==> config.mk <==
export PLATFORM = sky130hd
export DESIGN_NAME = sector_packet_framer_crc16_unit
export DESIGN_NICKNAME = d
export VERILOG_FILES = /design/src/rtl/core/spf_pkg.sv /design/src/rtl/core/sector_packet_framer_crc16_unit.sv /design/src/rtl/core/spf_front.sv /design/src/rtl/core/spf_queue.sv /design/src/rtl/core/spf_back.sv
export SDC_FILE = /design/constraint.sdc
export NUM_CORES = 1
export LEC_CHECK = 0
export BUFFER_PORTS_ARGS = -buffer_cell sky130_fd_sc_hd__buf_2
export CORE_MARGIN = 10
export CORE_UTILIZATION = 25
export DETAILED_ROUTE_END_ITERATION = 7
export GPL_ROUTABILITY_DRIVEN = 0
export PLACE_DENSITY = 0.42
export RECOVER_POWER = 100
export SYNTH_ARGS = -nofsm -noshare
export SYNTH_HDL_FRONTEND = slang
export SYNTH_HIERARCHICAL = 1
export SYNTH_SLANG_ARGS = --single-unit
==> constraint.sdc <==
create_clock -name i_clk -period 4.6 [get_ports i_clk]
set_input_delay 0.46 -clock i_clk [delete_from_list [all_inputs] [get_ports i_clk]]
set_output_delay 0.46 -clock i_clk [all_outputs]
set_load 0.005 [all_outputs]
==> src/rtl/core/spf_pkg.sv <==
// Shared types and constants for the sector packet framer.
// No dependencies; imported by every module of the framer.
`timescale 1ns / 1ps
`default_nettype none

package spf_pkg;

    localparam int SECTOR_BYTES_C = 512;
    localparam int CNT_W          = 10;
    localparam logic [CNT_W-1:0] SECTOR_BYTES = CNT_W'(SECTOR_BYTES_C);

    localparam int QUEUE_DEPTH = 4;
    localparam int QPTR_W      = $clog2(QUEUE_DEPTH);
    localparam int QCNT_W      = $clog2(QUEUE_DEPTH + 1);

    localparam logic [15:0] CRC_POLY  = 16'h1021;
    localparam logic [7:0]  HDR_MARK  = 8'h00;
    localparam logic [7:0]  DATA_MARK = 8'h01;
    localparam logic [7:0]  END_MARK  = 8'hFF;

    typedef enum logic [1:0] {
        CMD_HEADER  = 2'd0,
        CMD_BEGIN   = 2'd1,
        CMD_CONTENT = 2'd2,
        CMD_END     = 2'd3
    } t_cmd;

    typedef struct packed {
        logic [1:0] command;
        logic [7:0] status;
        logic [9:0] cylinder;
        logic [7:0] head;
        logic [5:0] sector;
        logic [7:0] data_byte;
    } t_in_item;

    typedef struct packed {
        logic [7:0] out_byte;
        logic       last;
    } t_out_item;

    // One unit of work for the byte sequencer.
    typedef struct packed {
        t_cmd       cmd;
        logic       close_pkt;   // content byte that completes the packet
        logic [7:0] status;
        logic [9:0] cylinder;
        logic [7:0] head;
        logic [5:0] sector;
        logic [7:0] data_byte;
    } t_job;

endpackage

`default_nettype wire

==> src/rtl/core/sector_packet_framer_crc16_unit.sv <==
// Top level of the sector packet framer with CRC-16/XMODEM.
// Depends on spf_pkg, spf_front, spf_queue and spf_back.
`timescale 1ns / 1ps
`default_nettype none

// Frames disk-image commands into a serial byte stream. Each accepted input
// beat carries a command: header (emits 00, status, cylinder lo/hi, head,
// sector, CRC lo/hi), begin data packet (emits 01 and the same five address
// bytes and restarts the CRC), content byte (passed through and folded into
// the CRC; after SECTOR_BYTES of them the CRC follows, low byte first) and
// end (emits FF). Content bytes outside an open packet are swallowed with no
// output. The out "last" flag marks the final byte caused by one input beat.
// Timing: the front end accepts one beat per cycle while the four-entry job
// queue has room. The back-end byte sequencer issues one output byte per
// cycle while the output is not stalled: a content beat yields one byte
// (three when it closes the packet), a begin beat six, a header beat eight
// and an end beat one; that sequencer sets the sustained rate. When idle,
// an accepted beat is queued, then its first byte is registered for output.
// The CRC is folded one byte per cycle in the sequencer as bytes are issued.
module sector_packet_framer_crc16_unit
    import spf_pkg::*;
(
    input  wire logic     i_clk,
    input  wire logic     i_rst_n,
    input  wire logic     i_in_valid,
    output logic          o_in_ready,
    input  wire t_in_item i_in_item,
    output logic          o_out_valid,
    input  wire logic     i_out_ready,
    output t_out_item     o_out_item
);

    logic q_full, q_push, q_pop, q_valid;
    t_job push_job, head_job;

    // Classifies commands and tracks the open packet and its byte count.
    spf_front u_front (
        .i_clk      (i_clk),
        .i_rst_n    (i_rst_n),
        .i_in_valid (i_in_valid),
        .o_in_ready (o_in_ready),
        .i_in_item  (i_in_item),
        .i_full     (q_full),
        .o_push     (q_push),
        .o_job      (push_job)
    );

    // Decouples front and back so each side stalls on its own.
    spf_queue u_queue (
        .i_clk   (i_clk),
        .i_rst_n (i_rst_n),
        .i_push  (q_push),
        .i_job   (push_job),
        .o_full  (q_full),
        .i_pop   (q_pop),
        .o_valid (q_valid),
        .o_job   (head_job)
    );

    // Expands each job into its bytes and keeps the running CRC.
    spf_back u_back (
        .i_clk       (i_clk),
        .i_rst_n     (i_rst_n),
        .i_job_valid (q_valid),
        .i_job       (head_job),
        .o_pop       (q_pop),
        .o_out_valid (o_out_valid),
        .i_out_ready (i_out_ready),
        .o_out_item  (o_out_item)
    );

endmodule

`default_nettype wire

==> src/rtl/core/spf_front.sv <==
// Front end: accepts commands, tracks packet state, emits jobs.
// Depends on spf_pkg.
`timescale 1ns / 1ps
`default_nettype none

module spf_front
    import spf_pkg::*;
(
    input  wire logic     i_clk,
    input  wire logic     i_rst_n,
    input  wire logic     i_in_valid,
    output logic          o_in_ready,
    input  wire t_in_item i_in_item,
    input  wire logic     i_full,
    output logic          o_push,
    output t_job          o_job
);

    logic             r_in_packet, n_in_packet;
    logic [CNT_W-1:0] r_count, n_count;
    logic [CNT_W-1:0] cnt_inc;
    logic             accept;
    t_cmd             cmd;

    assign o_in_ready = !i_full;
    assign accept     = i_in_valid && !i_full;
    assign cmd        = t_cmd'(i_in_item.command);
    assign cnt_inc    = r_count + CNT_W'(1);

    always_comb begin
        n_in_packet     = r_in_packet;
        n_count         = r_count;
        o_push          = 1'b0;
        o_job.cmd       = cmd;
        o_job.close_pkt = 1'b0;
        o_job.status    = i_in_item.status;
        o_job.cylinder  = i_in_item.cylinder;
        o_job.head      = i_in_item.head;
        o_job.sector    = i_in_item.sector;
        o_job.data_byte = i_in_item.data_byte;
        if (accept) begin
            case (cmd)
                CMD_HEADER: begin
                    o_push      = 1'b1;
                    n_in_packet = 1'b0;
                    n_count     = '0;
                end
                CMD_BEGIN: begin
                    o_push      = 1'b1;
                    n_in_packet = 1'b1;
                    n_count     = '0;
                end
                CMD_CONTENT: begin
                    // outside a packet the byte is dropped
                    if (r_in_packet) begin
                        o_push = 1'b1;
                        if (cnt_inc >= SECTOR_BYTES) begin
                            o_job.close_pkt = 1'b1;
                            n_in_packet     = 1'b0;
                            n_count         = '0;
                        end else begin
                            n_count = cnt_inc;
                        end
                    end
                end
                default: begin
                    o_push      = 1'b1;
                    n_in_packet = 1'b0;
                    n_count     = '0;
                end
            endcase
        end
    end

    always_ff @(posedge i_clk) begin
        if (!i_rst_n) begin
            r_in_packet <= 1'b0;
            r_count     <= '0;
        end else begin
            r_in_packet <= n_in_packet;
            r_count     <= n_count;
        end
    end

endmodule

`default_nettype wire

==> src/rtl/core/spf_queue.sv <==
// Small job queue between front end and byte sequencer.
// Depends on spf_pkg.
`timescale 1ns / 1ps
`default_nettype none

module spf_queue
    import spf_pkg::*;
(
    input  wire logic i_clk,
    input  wire logic i_rst_n,
    input  wire logic i_push,
    input  wire t_job i_job,
    output logic      o_full,
    input  wire logic i_pop,
    output logic      o_valid,
    output t_job      o_job
);

    t_job              r_mem [QUEUE_DEPTH];
    logic [QPTR_W-1:0] r_wr_ptr, r_rd_ptr;
    logic [QCNT_W-1:0] r_cnt;
    logic              do_push, do_pop;

    assign o_full  = (r_cnt == QCNT_W'(QUEUE_DEPTH));
    assign o_valid = (r_cnt != '0);
    assign o_job   = r_mem[r_rd_ptr];
    assign do_push = i_push && !o_full;
    assign do_pop  = i_pop && o_valid;

    always_ff @(posedge i_clk) begin
        if (do_push) begin
            r_mem[r_wr_ptr] <= i_job;
        end
    end

    always_ff @(posedge i_clk) begin
        if (!i_rst_n) begin
            r_wr_ptr <= '0;
            r_rd_ptr <= '0;
            r_cnt    <= '0;
        end else begin
            if (do_push) begin
                r_wr_ptr <= (r_wr_ptr == QPTR_W'(QUEUE_DEPTH - 1)) ? '0 : r_wr_ptr + QPTR_W'(1);
            end
            if (do_pop) begin
                r_rd_ptr <= (r_rd_ptr == QPTR_W'(QUEUE_DEPTH - 1)) ? '0 : r_rd_ptr + QPTR_W'(1);
            end
            if (do_push && !do_pop) begin
                r_cnt <= r_cnt + QCNT_W'(1);
            end else if (do_pop && !do_push) begin
                r_cnt <= r_cnt - QCNT_W'(1);
            end
        end
    end

endmodule

`default_nettype wire

==> src/rtl/core/spf_back.sv <==
// Back end: byte sequencer with running CRC and output register.
// Depends on spf_pkg.
`timescale 1ns / 1ps
`default_nettype none

module spf_back
    import spf_pkg::*;
(
    input  wire logic i_clk,
    input  wire logic i_rst_n,
    input  wire logic i_job_valid,
    input  wire t_job i_job,
    output logic      o_pop,
    output logic      o_out_valid,
    input  wire logic i_out_ready,
    output t_out_item o_out_item
);

    function automatic logic [15:0] crc_fold(input logic [15:0] crc, input logic [7:0] b);
        logic [15:0] c;
        c = crc ^ {b, 8'h00};
        for (int i = 0; i < 8; i++) begin
            c = c[15] ? ({c[14:0], 1'b0} ^ CRC_POLY) : {c[14:0], 1'b0};
        end
        return c;
    endfunction

    logic [2:0]  r_idx;
    logic [15:0] r_crc;
    logic        r_out_valid;
    t_out_item   r_out;

    logic        can_load, issue, is_last, fold_en, fold_zero;
    logic [2:0]  last_idx;
    logic [7:0]  sel_byte;
    logic [15:0] n_crc;

    assign can_load = !r_out_valid || i_out_ready;
    assign issue    = can_load && i_job_valid;
    assign is_last  = (r_idx == last_idx);
    assign o_pop    = issue && is_last;

    always_comb begin
        last_idx  = 3'd0;
        sel_byte  = END_MARK;
        fold_en   = 1'b0;
        fold_zero = 1'b0;
        case (i_job.cmd)
            CMD_HEADER, CMD_BEGIN: begin
                last_idx = (i_job.cmd == CMD_HEADER) ? 3'd7 : 3'd5;
                fold_en  = (r_idx < 3'd6);
                fold_zero = (r_idx == 3'd0);
                case (r_idx)
                    3'd0:    sel_byte = (i_job.cmd == CMD_HEADER) ? HDR_MARK : DATA_MARK;
                    3'd1:    sel_byte = i_job.status;
                    3'd2:    sel_byte = i_job.cylinder[7:0];
                    3'd3:    sel_byte = {6'b0, i_job.cylinder[9:8]};
                    3'd4:    sel_byte = i_job.head;
                    3'd5:    sel_byte = {2'b0, i_job.sector};
                    3'd6:    sel_byte = r_crc[7:0];
                    default: sel_byte = r_crc[15:8];
                endcase
            end
            CMD_CONTENT: begin
                last_idx = i_job.close_pkt ? 3'd2 : 3'd0;
                fold_en  = (r_idx == 3'd0);
                case (r_idx)
                    3'd0:    sel_byte = i_job.data_byte;
                    3'd1:    sel_byte = r_crc[7:0];
                    default: sel_byte = r_crc[15:8];
                endcase
            end
            default: begin
                sel_byte = END_MARK;
            end
        endcase
        n_crc = crc_fold(fold_zero ? 16'h0000 : r_crc, sel_byte);
    end

    always_ff @(posedge i_clk) begin
        if (!i_rst_n) begin
            r_idx       <= '0;
            r_crc       <= '0;
            r_out_valid <= 1'b0;
        end else if (can_load) begin
            r_out_valid <= i_job_valid;
            if (i_job_valid) begin
                r_out.out_byte <= sel_byte;
                r_out.last     <= is_last;
                r_idx          <= is_last ? 3'd0 : r_idx + 3'd1;
                if (fold_en) begin
                    r_crc <= n_crc;
                end
            end
        end
    end

    assign o_out_valid = r_out_valid;
    assign o_out_item  = r_out;

    // A job in progress never leaves the queue head early.
    a_mid_job_valid: assert property (@(posedge i_clk) disable iff (!i_rst_n)
        (r_idx != 3'd0) |-> i_job_valid)
        else $error("sequencer mid-job with empty queue");

    // The step index never runs past the job's last byte.
    a_idx_bound: assert property (@(posedge i_clk) disable iff (!i_rst_n)
        (r_idx != 3'd0) |-> (r_idx <= last_idx))
        else $error("sequencer index beyond job length");

    // A non-final beat advances the step index by one.
    a_idx_step: assert property (@(posedge i_clk) disable iff (!i_rst_n)
        (i_rst_n && issue && !is_last) |=> (r_idx == $past(r_idx) + 3'd1))
        else $error("sequencer index did not advance");

endmodule

`default_nettype wire

==> results of run 1 <==
-- state kept, by name, summed over array words and instances, names as in the netlist, named ones only --
signal	cells
u_queue/r_wr_ptr	2
u_queue/r_cnt	3
u_queue/r_rd_ptr	2
u_back/o_out_item	9
u_back/r_idx	3
u_front/r_count	10
u_queue/r_mem	172
u_back/r_crc	16
u_back/o_out_valid	1
u_front/r_in_packet	1
-- power groups by stage --
stage / Clock [mW] / Sequential [mW] / Combinational (mW)
global placement: 0 / 2.64 / 1.84
detailed placement: 0 / 2.64 / 1.84
CTS: 1.94 / 2.60 / 1.86
finish: 1.87 / 2.60 / 1.73
floorplan: 0 / 2.59 / 1.42
global route: 2.03 / 2.63 / 1.90
-- final cells by class --
type | instances | area (um2)
clock inverter | 18 | 135.1
clock buffer | 27 | 633.1
multi-input combinational | 330 | 2978
inverter | 20 | 75.07
timing repair buffer | 71 | 322.8
sequential | 221 | 6237
fill | 3951 | 27980
tap | 518 | 648.1
-- stage by stage --
| stage | setup WS (ps) | instance area, um2 | hold WS (ps) | power, mW | util (%) |
|---|---|---|---|---|---|
| floorplan | 1341 | 9933 | 451.4 | 4.015 | - |
| global placement | 1153 | 10440 | 497.9 | 4.489 | 26.76 |
| detailed placement | 1080 | 10440 | 484.6 | 4.488 | 26.76 |
| global route | 453.3 | 11030 | 218.3 | 6.558 | 28.28 |
| CTS | 1081 | 11210 | 133.7 | 6.400 | 28.73 |
| finish | 823.0 | 11030 | 200.7 | 6.205 | 28.28 |
-- cell usage in the layout (no fill, tap or decap), types with 16 or more instances in the layout --
cell / n
clkbuf_16: 25
nand2_1: 42
nor2_1: 22
clkbuf_1: 58
o21ai_0: 20
dfxtp_1: 39
edfxtp_1: 181
inv_1: 20
mux4_2: 40
xnor2_1: 16
a21oi_1: 20
-- logic make-up (layout without fill, tap and decap cells) --
group,count (synthesis),in the layout,synth area share [%]
mux,53,53,11.01
simple gates,130,130,6.890
buf+inv,95,136,6.348
xor+xnor,31,31,3.187
fa+ha+maj,15,15,1.965
compound gates,101,101,7.822
flops,221,221,62.78
-- layer usage --
layer / global-route usage, % / part of all wire (%) / routed length, um
met3: 1.802 / 4.1 / 951
met4: 2.298 / 1.8 / 427
met1: 12.98 / 46 / 10760
met2: 15.51 / 48 / 11000
met5: 0 / 0 / 0
-- path summary, 6_finish.rpt --
| kind | from | endpoint | cells past startpoint |
|---|---|---|---|
| setup reg to reg | register | u_back/r_crc[1] | 9 |
| hold / removal | i_in_item[23] | u_queue/r_mem[0][23] | 1 |
| setup / recovery | register | u_back/r_crc[1] | 9 |
| hold reg to reg | u_front/r_count[7] | u_front/r_count[7] | 1 |
==> flow_summary.json, run 1 <==
{
  "status": "finished clean",
  "cp_num_buf_inv": 1,
  "cts_root_buffer": "clkbuf_16",
  "first_iter_violations": 288,
  "drv_cap": 0,
  "firstDrtPassIters": 4,
  "routed_wl_um": 23140,
  "cts.reportedPaths.clkPinSlew_ps": 60,
  "synthTopCellsByArea": "edfxtp_1 (55%), mux4_2 (9.1%), dfxtp_1 (8.1%)",
  "p_clk_share_pct": 30.2,
  "pin_count": 57,
  "swShare_pct": 31.18,
  "p_sw_mw": 1.935,
  "core_region_area_mm2": 0.03901,
  "synth_cell_types": 75,
  "yosys.area.top_type_share_pct": 54.72,
  "synth_area_per_cell_um2": 15.38,
  "hold_path_class": "input pin to register",
  "synth_commonest_cells": "edfxtp_1 (181), buf_4 (45), nand2_1 (42)",
  "ant_nets": 0,
  "worstPathRequired_ps": 5040,
  "cts_sinks": 221,
  "via_per_inst": 4.392,
  "layout-drive-gt1-share_pct": 15.28,
  "placed_cells": 1160,
  "vias": 5292,
  "ys_seq_area_share_pct": 62.78,
  "synth_edf_count": 181,
  "critPathMaxStageDelay_ps": 720,
  "hold_buffers": 0,
  "seqPwrFrac_pct": 41.9,
  "yosysWarnings": 6,
  "fin_crit_ps": 3777,
  "clockBufferDepth": 3,
  "synth.most_common_cell": "edfxtp_1",
  "cts_tree": "yes",
  "syn2layout_area_growth_pct": 11.03,
  "relSlewSlack_pct": 2.446,
  "antenna_found_initial": 0,
  "netlist_instances": 646,
  "postCtsSetupBuffers": 0,
  "p_comb_share_pct": 27.9,
  "die-area_mm2": 0.04811,
  "critPathTopFamily": "compound AO/OA/AOI/OAI gates",
  "htreeDepth": 1,
  "leakage_nw": 3.461,
  "antenna_cells": 0,
  "nets": 730,
  "netlist_area_mm2": 0.009933,
  "synth_ff_type": "edfxtp_1",
  "drv_slew": 0,
  "ys_ff_latch": 221,
  "setup_viol": 0,
  "async_reset_ff_share_pct": 0,
  "initial_core_util_pct": 25.47,
  "grt_start_max_net_pins": 44,
  "hpwlAfterDp_um": 15220,
  "fmax_mhz": 264.8,
  "grt_usage_pct": 9.584,
  "gr-total-overflow": 0,
  "worst_pin_slew_ps": 1463,
  "clk_latency_ps": 520,
  "crit_chain": "mux4_1 -> clkbuf_1 -> nand2b_1 -> a2111oi_0 -> nand3b_1 -> a2bb2oi_1 -> xnor2_1 -> nand2_1 -> a21oi_1",
  "wl_per_cell_um": 19.20,
  "fin_tns_setup_ps": 0,
  "cts_buffers": 25,
  "ir_drop_mv": 0.2306,
  "die_w_um": 219.3,
  "finalCritPeriodShare_pct": 82.11,
  "drc": 0,
  "grt_pass1_wl_um": 35370,
  "place.port_buffers": 56,
  "cts.repair.resized": 0,
  "final_cell_count_no_fill": 1205,
  "cpMaxStageDelayCell": "a2111oi_0",
  "rows": 72,
  "crit_fanout": 15,
  "skew_ps": 14.93,
  "syn-num-nets": 707,
  "start_kind": "register",
  "crit_type": "register to register",
  "rsz0062_at_grt": "no",
  "cp_data_arrival_time_ps": 4220,
  "first_global_vias": 5542,
  "die_h_um": 219.3,
  "cp-end-kind": "register",
  "yosys.area.top_type": "edfxtp_1",
  "power_density_mw_per_mm2": 562.5,
  "internal_power_mw": 4.270,
  "reg2reg_slack_ps": 820,
  "finalHoldViolations": 0
}
(Power assumes the default switching activity.)
==> run 2: changes to the inputs <==
--- a/config.mk
+++ b/config.mk
@@ -5,6 +5,7 @@
 export SDC_FILE = /design/constraint.sdc
 export NUM_CORES = 1
 export LEC_CHECK = 0
+export ABC_AREA = 1
 export BUFFER_PORTS_ARGS = -buffer_cell sky130_fd_sc_hd__buf_2
 export CORE_MARGIN = 10
 export CORE_UTILIZATION = 25
==> constraint.sdc (replaced) <==
create_clock -name i_clk -period 3.9 [get_ports i_clk]
set_input_delay 0.39 -clock i_clk [delete_from_list [all_inputs] [get_ports i_clk]]
set_output_delay 0.39 -clock i_clk [all_outputs]
set_load 0.005 [all_outputs]
==> flow_summary.json, run 2 <==
{
  "grt_pass1_wl_um": 43100,
  "yosysWarnings": 6,
  "finalHoldViolations": 0,
  "reg2reg_slack_ps": 590,
  "rsz0062_at_grt": "no",
  "rows": 74,
  "yosys.area.top_type_share_pct": 51.96,
  "hpwlAfterDp_um": 17920,
  "wl_per_cell_um": 16.73,
  "crit_fanout": 25,
  "leakage_nw": 4.492,
  "fin_area_mm2": 0.01180,
  "fin_tns_setup_ps": 0,
  "drv_cap": 0,
  "placed_area_mm2": 0.01096,
  "most-common-layout-cells": "nand2_1 (205), edfxtp_1 (181), nor2_1 (131)",
  "initial_core_util_pct": 25.44,
  "antenna_cells": 0,
  "cts_sinks": 221,
  "postCtsSetupBuffers": 0,
  "first_iter_violations": 466,
  "place_ws_ps": 692.3,
  "die_h_um": 224.6,
  "start_kind": "register",
  "finalCritPeriodShare_pct": 84.94,
  "synth_area_per_cell_um2": 9.831,
  "synth_commonest_cells": "nand2_1 (201), edfxtp_1 (181), nor2_1 (134)",
  "hold_buffers": 0,
  "cp_data_arrival_time_ps": 3730,
  "clk_latency_ps": 530,
  "synth.most_common_cell": "nand2_1",
  "hold_path_class": "input pin to register",
  "fin_ws_ps": 587.2,
  "via_per_inst": 4.419,
  "ir_drop_mv": 0.3083,
  "layout_commonest_cell": "nand2_1",
  "synthTopCellsByArea": "edfxtp_1 (52%), dfxtp_1 (7.7%), nand2_1 (7.2%)",
  "worst_path_most_repeated_cell": "nand2_1",
  "drc": 0,
  "netlist_area_mm2": 0.01046,
  "regMostFlops": "u_queue/r_mem",
  "layout-drive-gt1-share_pct": 10.09,
  "clockBufferDepth": 3,
  "first_global_vias": 7357,
  "grt_util_met1_pct": 14.49,
  "synth_edf_count": 181,
  "ys_ff_latch": 221,
  "cts_root_buffer": "clkbuf_16",
  "vias": 7212,
  "synth_ff_type": "edfxtp_1",
  "crit_type": "register to register",
  "skew_ps": 9.294,
  "rr_endpoint": "u_back/r_crc[9]",
  "htreeDepth": 1,
  "worst_pin_slew_ps": 979.8,
  "status": "finished clean",
  "grt_use_met2_pct": 18.14,
  "synth_cell_types": 36,
  "grt_start_max_net_pins": 81,
  "setup_viol": 0,
  "r2r_cells": 12,
  "die_w_um": 224.6,
  "drv_slew": 0,
  "met3_usage_pct": 1.705,
  "worstSetupEndpoint": "u_back/r_crc[9]",
  "crit_chain": "inv_2 -> o21ai_0 -> o22ai_1 -> inv_1 -> nor2_2 -> nand2_1 -> nand2_1 -> nand2_1 -> inv_2 -> nand2_1 -> o21ai_0 -> a21oi_1",
  "gr-total-overflow": 0,
  "cts_buffers": 26,
  "ys_seq_area_share_pct": 59.62,
  "fmax_mhz": 301.9,
  "cts.repair.resized": 0,
  "firstDrtPassIters": 5,
  "netlist_instances": 1064,
  "critPathMaxStageDelay_ps": 500,
  "ant_nets": 0,
  "syn-num-nets": 1125,
  "fin_crit_ps": 3313,
  "cpMaxStageDelayCell": "nor2_2",
  "cp-end-kind": "register",
  "busiest_layer": "met2",
  "die-area_mm2": 0.05042,
  "cts.reportedPaths.clkPinSlew_ps": 60,
  "cts_tree": "yes",
  "pin_count": 57,
  "routed_wl_um": 27300,
  "yosys.area.top_type": "edfxtp_1",
  "worstPathRequired_ps": 4310,
  "fillers": 4371,
  "syn2layout_area_growth_pct": 12.79,
  "relSlewSlack_pct": 34.68,
  "largest_reg_flops": 172,
  "power_density_mw_per_mm2": 767.4,
  "place.port_buffers": 56,
  "async_reset_ff_share_pct": 0,
  "antenna_found_initial": 0,
  "reg_top3": "u_queue/r_mem x172, u_back/r_crc x16, u_front/r_count x10",
  "grt_usage_pct": 10.83,
  "nets": 1141,
  "core_region_area_mm2": 0.04111
}
[run 2: changes by cell type after synthesis, sizes merged, moves of 68 or more]
| cell | before | now |
|---|---|---|
| nand2 | 43 | 221 |
| nand3 | 9 | 77 |
| nor2 | 22 | 144 |
| o21ai | 21 | 105 |
| inv | 20 | 106 |
[run 2: worst min path at each step]
stage                       startpoint                    to  slack, ps  cells past startpoint
finish                   i_in_item[39]  u_queue/r_mem[2][39]        120                      1
global route             i_in_item[39]  u_queue/r_mem[2][39]        110                      1
CTS                      i_in_item[39]  u_queue/r_mem[2][39]         50                      1
detailed placement  u_front/r_count[9]    u_front/r_count[9]        480                      2
global placement    u_front/r_count[9]    u_front/r_count[9]        470                      2
floorplan           u_front/r_count[9]    u_front/r_count[9]        450                      2
[run 2: cells by family (layout without fill, tap and decap cells)]
| group | after synthesis | after routing | share of synthesized area (%) |
|---|---|---|---|
| and+or+nand+nor | 457 | 457 | 19.21 |
| DFF | 221 | 221 | 59.62 |
| buffers and inverters | 190 | 226 | 9.653 |
| AOI/OAI and AO/OA | 178 | 178 | 9.402 |
| adders and majority gates | 15 | 15 | 1.866 |
| xor gates and xnor gates | 3 | 3 | 0.2512 |
[run 2: stage by stage]
step	power, mW	std cells	utilization, %	hold WS, ps
floorplan	5.569	1064	-	450.8
global placement	6.484	1584	26.66	467.9
detailed placement	6.490	1584	26.66	478.4
CTS	9.216	1632	29.00	49.57
global route	9.735	1632	28.70	114.1
finish	9.054	1632	28.70	117.9
[run 2: worst max-delay path, delay by kind of cell (launching register included)]
| kind | cells | cell delay [ps] |
|---|---|---|
| AOI/OAI and AO/OA | 4 | 620 |
| and+or+nand+nor | 5 | 1160 |
| DFF | 1 | 360 |
| buffers and inverters | 3 | 1040 |
[run 2: metal layers]
metal	vias to the layer above	share of wire [%]
met5	-	0
met4	0	1.7
met3	33	3.9
met2	109	47
li1	3592	-
met1	3478	47
[run 2: where the power goes]
| group | internal, mW | switching (mW) |
|---|---|---|
| Combinational | 0.905 | 2.30 |
| Sequential | 2.98 | 0.169 |
| Clock | 1.69 | 1.01 |
[run 2: layout make-up]
cell class | count | area [um2] | share of cell area (%)
clock inverters | 20 | 301.5 | 2.556
flip-flops and latches | 221 | 6237 | 52.87
clock buffers | 28 | 658.1 | 5.579
repair buffers | 72 | 311.5 | 2.641
inverters | 106 | 400.4 | 3.394
multi-input cells | 653 | 3223 | 27.32
well taps | 532 | 665.6 | 5.642
==> run 3: changes to the inputs <==
==> constraint.sdc (replaced) <==
create_clock -name i_clk -period 3.5 [get_ports i_clk]
set_input_delay 0.35 -clock i_clk [delete_from_list [all_inputs] [get_ports i_clk]]
set_output_delay 0.35 -clock i_clk [all_outputs]
set_load 0.005 [all_outputs]
==> flow_summary.json, run 3 (synthesized netlist as in run 2, its figures left out) <==
{
  "status": "finished clean",
  "antenna_found_initial": 0,
  "fmax_mhz": 327.3,
  "gr-total-overflow": 0,
  "routed_wl_um": 26450,
  "cts_tree": "yes",
  "core_region_area_mm2": 0.04111,
  "grt_start_max_net_pins": 67,
  "cp_num_buf_inv": 3,
  "hold_buffers": 0,
  "finalCritPeriodShare_pct": 87.30,
  "nets": 1139,
  "first_global_vias": 7336,
  "vias": 7163,
  "ir_drop_mv": 0.3955,
  "cp-end-kind": "register",
  "finalHoldViolations": 0,
  "cts_sinks": 221,
  "die-area_mm2": 0.05042,
  "cts_buffers": 26,
  "power_density_mw_per_mm2": 829.4,
  "most-common-layout-cells": "nand2_1 (205), edfxtp_1 (181), nor2_1 (132)",
  "critPathMaxStageDelay_ps": 680,
  "reg_top3": "u_queue/r_mem x172, u_back/r_crc x16, u_front/r_count x10",
  "drc": 0,
  "firstDrtPassIters": 5,
  "first_iter_violations": 443,
  "wl_per_cell_um": 16.23,
  "worst_pin_slew_ps": 1247,
  "clk_latency_ps": 530,
  "cts.reportedPaths.clkPinSlew_ps": 60,
  "skew_ps": 19.61,
  "crit_type": "register to register",
  "regMostFlops": "u_queue/r_mem",
  "drv_slew": 0,
  "grt_pass1_wl_um": 41460,
  "critPathTopFamily": "simple AND/OR/NAND/NOR gates",
  "hold_path_class": "input pin to register",
  "cpMaxStageDelayCell": "clkbuf_4",
  "worstPathRequired_ps": 3640,
  "layout_commonest_cell": "nand2_1",
  "die_w_um": 224.6,
  "relSlewSlack_pct": 16.87,
  "place.port_buffers": 56,
  "setup_viol": 0,
  "rows": 74,
  "clockBufferDepth": 3,
  "pin_count": 57,
  "hpwlAfterDp_um": 17230,
  "leakage_nw": 4.431,
  "syn2layout_area_growth_pct": 11.57,
  "drv_cap": 0,
  "crit_chain": "nor2_1 -> nand2_1 -> inv_1 -> nor2_1 -> nand2_1 -> inv_1 -> nand2_1 -> nor2_4 -> clkbuf_4",
  "worst_path_most_repeated_cell": "nand2_1",
  "final_cell_count_no_fill": 1630,
  "cp_data_arrival_time_ps": 3200,
  "initial_core_util_pct": 25.44,
  "via_per_inst": 4.394,
  "fin_crit_ps": 3055,
  "htreeDepth": 1,
  "finalPower_mw": 9.679,
  "die_h_um": 224.6,
  "worstReg2RegStart": "u_queue/r_cnt[0]",
  "start_kind": "register",
  "min_from": "i_in_item[14]",
  "critPathLaunch": "u_queue/r_cnt[0]",
  "layout-drive-gt1-share_pct": 9.016,
  "ant_nets": 0,
  "placed_cells": 1582,
  "grt_usage_pct": 10.39,
  "antenna_cells": 0,
  "cts_root_buffer": "clkbuf_16",
  "crit_fanout": 43,
  "largest_reg_flops": 172,
  "rsz0062_at_grt": "no"
}
[run 3: changes by cell type in the layout (fill, tap and decap cells not counted), moves of 2 or more]
cell,delta
clkbuf_2,-5
nand3_2,-2
buf_2,-2
nand3_1,+2
clkinvlp_4,-3
clkinv_1,+5
clkbuf_1,+4
clkbuf_4,+3
clkinv_2,-2
bufinv_16,-4
buf_4,+2
[run 3: worst paths after layout]
kind | end | slack, ps | cells past startpoint
worst max-delay path | u_queue/r_mem[0][10] | 440 | 9
worst min-delay path | u_queue/r_mem[1][14] | 80 | 1
worst max register to register | u_queue/r_mem[0][10] | 440 | 9
worst min register to register | u_front/r_count[9] | 490 | 2
[run 3: metal layers]
layer | GRT usage, % | vias to the layer above | part of all wire [%] | wire, um
li1 | - | 3583 | - | -
met1 | 13.74 | 3440 | 47 | 12410
met2 | 17.38 | 111 | 47 | 12380
met3 | 1.744 | 29 | 4.3 | 1148
met4 | 2.457 | 0 | 1.9 | 514
met5 | 0 | - | 0 | 0
[run 3: area by class of cell]
class | instances | area, um2
fill | 4393 | 29440
sequential | 221 | 6238
multi-input combinational | 653 | 3211
clock buffer | 32 | 673.1
tap | 532 | 665.6
inverter | 106 | 400.4
timing repair buffer | 70 | 314.1
clock inverter | 16 | 167.7
[run 3: what timing repair did]
item                       4_1_cts  5_1_grt
setup buffers                    0        0
gates resized for setup          0        1
setup endpoints to repair        0        1
[run 3: per-stage QoR]
stage	utilization (%)	TNS, ps	instance area [um2]	setup WS [ps]	hold slack [ps]
after detailed placement	26.72	0	10980	435.5	479.9
after floorplan	-	-644.3	10460	-3.746	450.8
final	28.39	0	11670	444.5	80.67
after global placement	26.72	0	10980	526.6	468.3
after global routing	28.39	0	11670	121.3	85.63
after CTS	28.76	0	11820	426.7	16.10
[run 3: power breakdown]
| part | internal, mW | switching (mW) |
|---|---|---|
| clock | 1.59 | 1.04 |
| sequential | 3.32 | 0.189 |
| combinational | 1.01 | 2.52 |
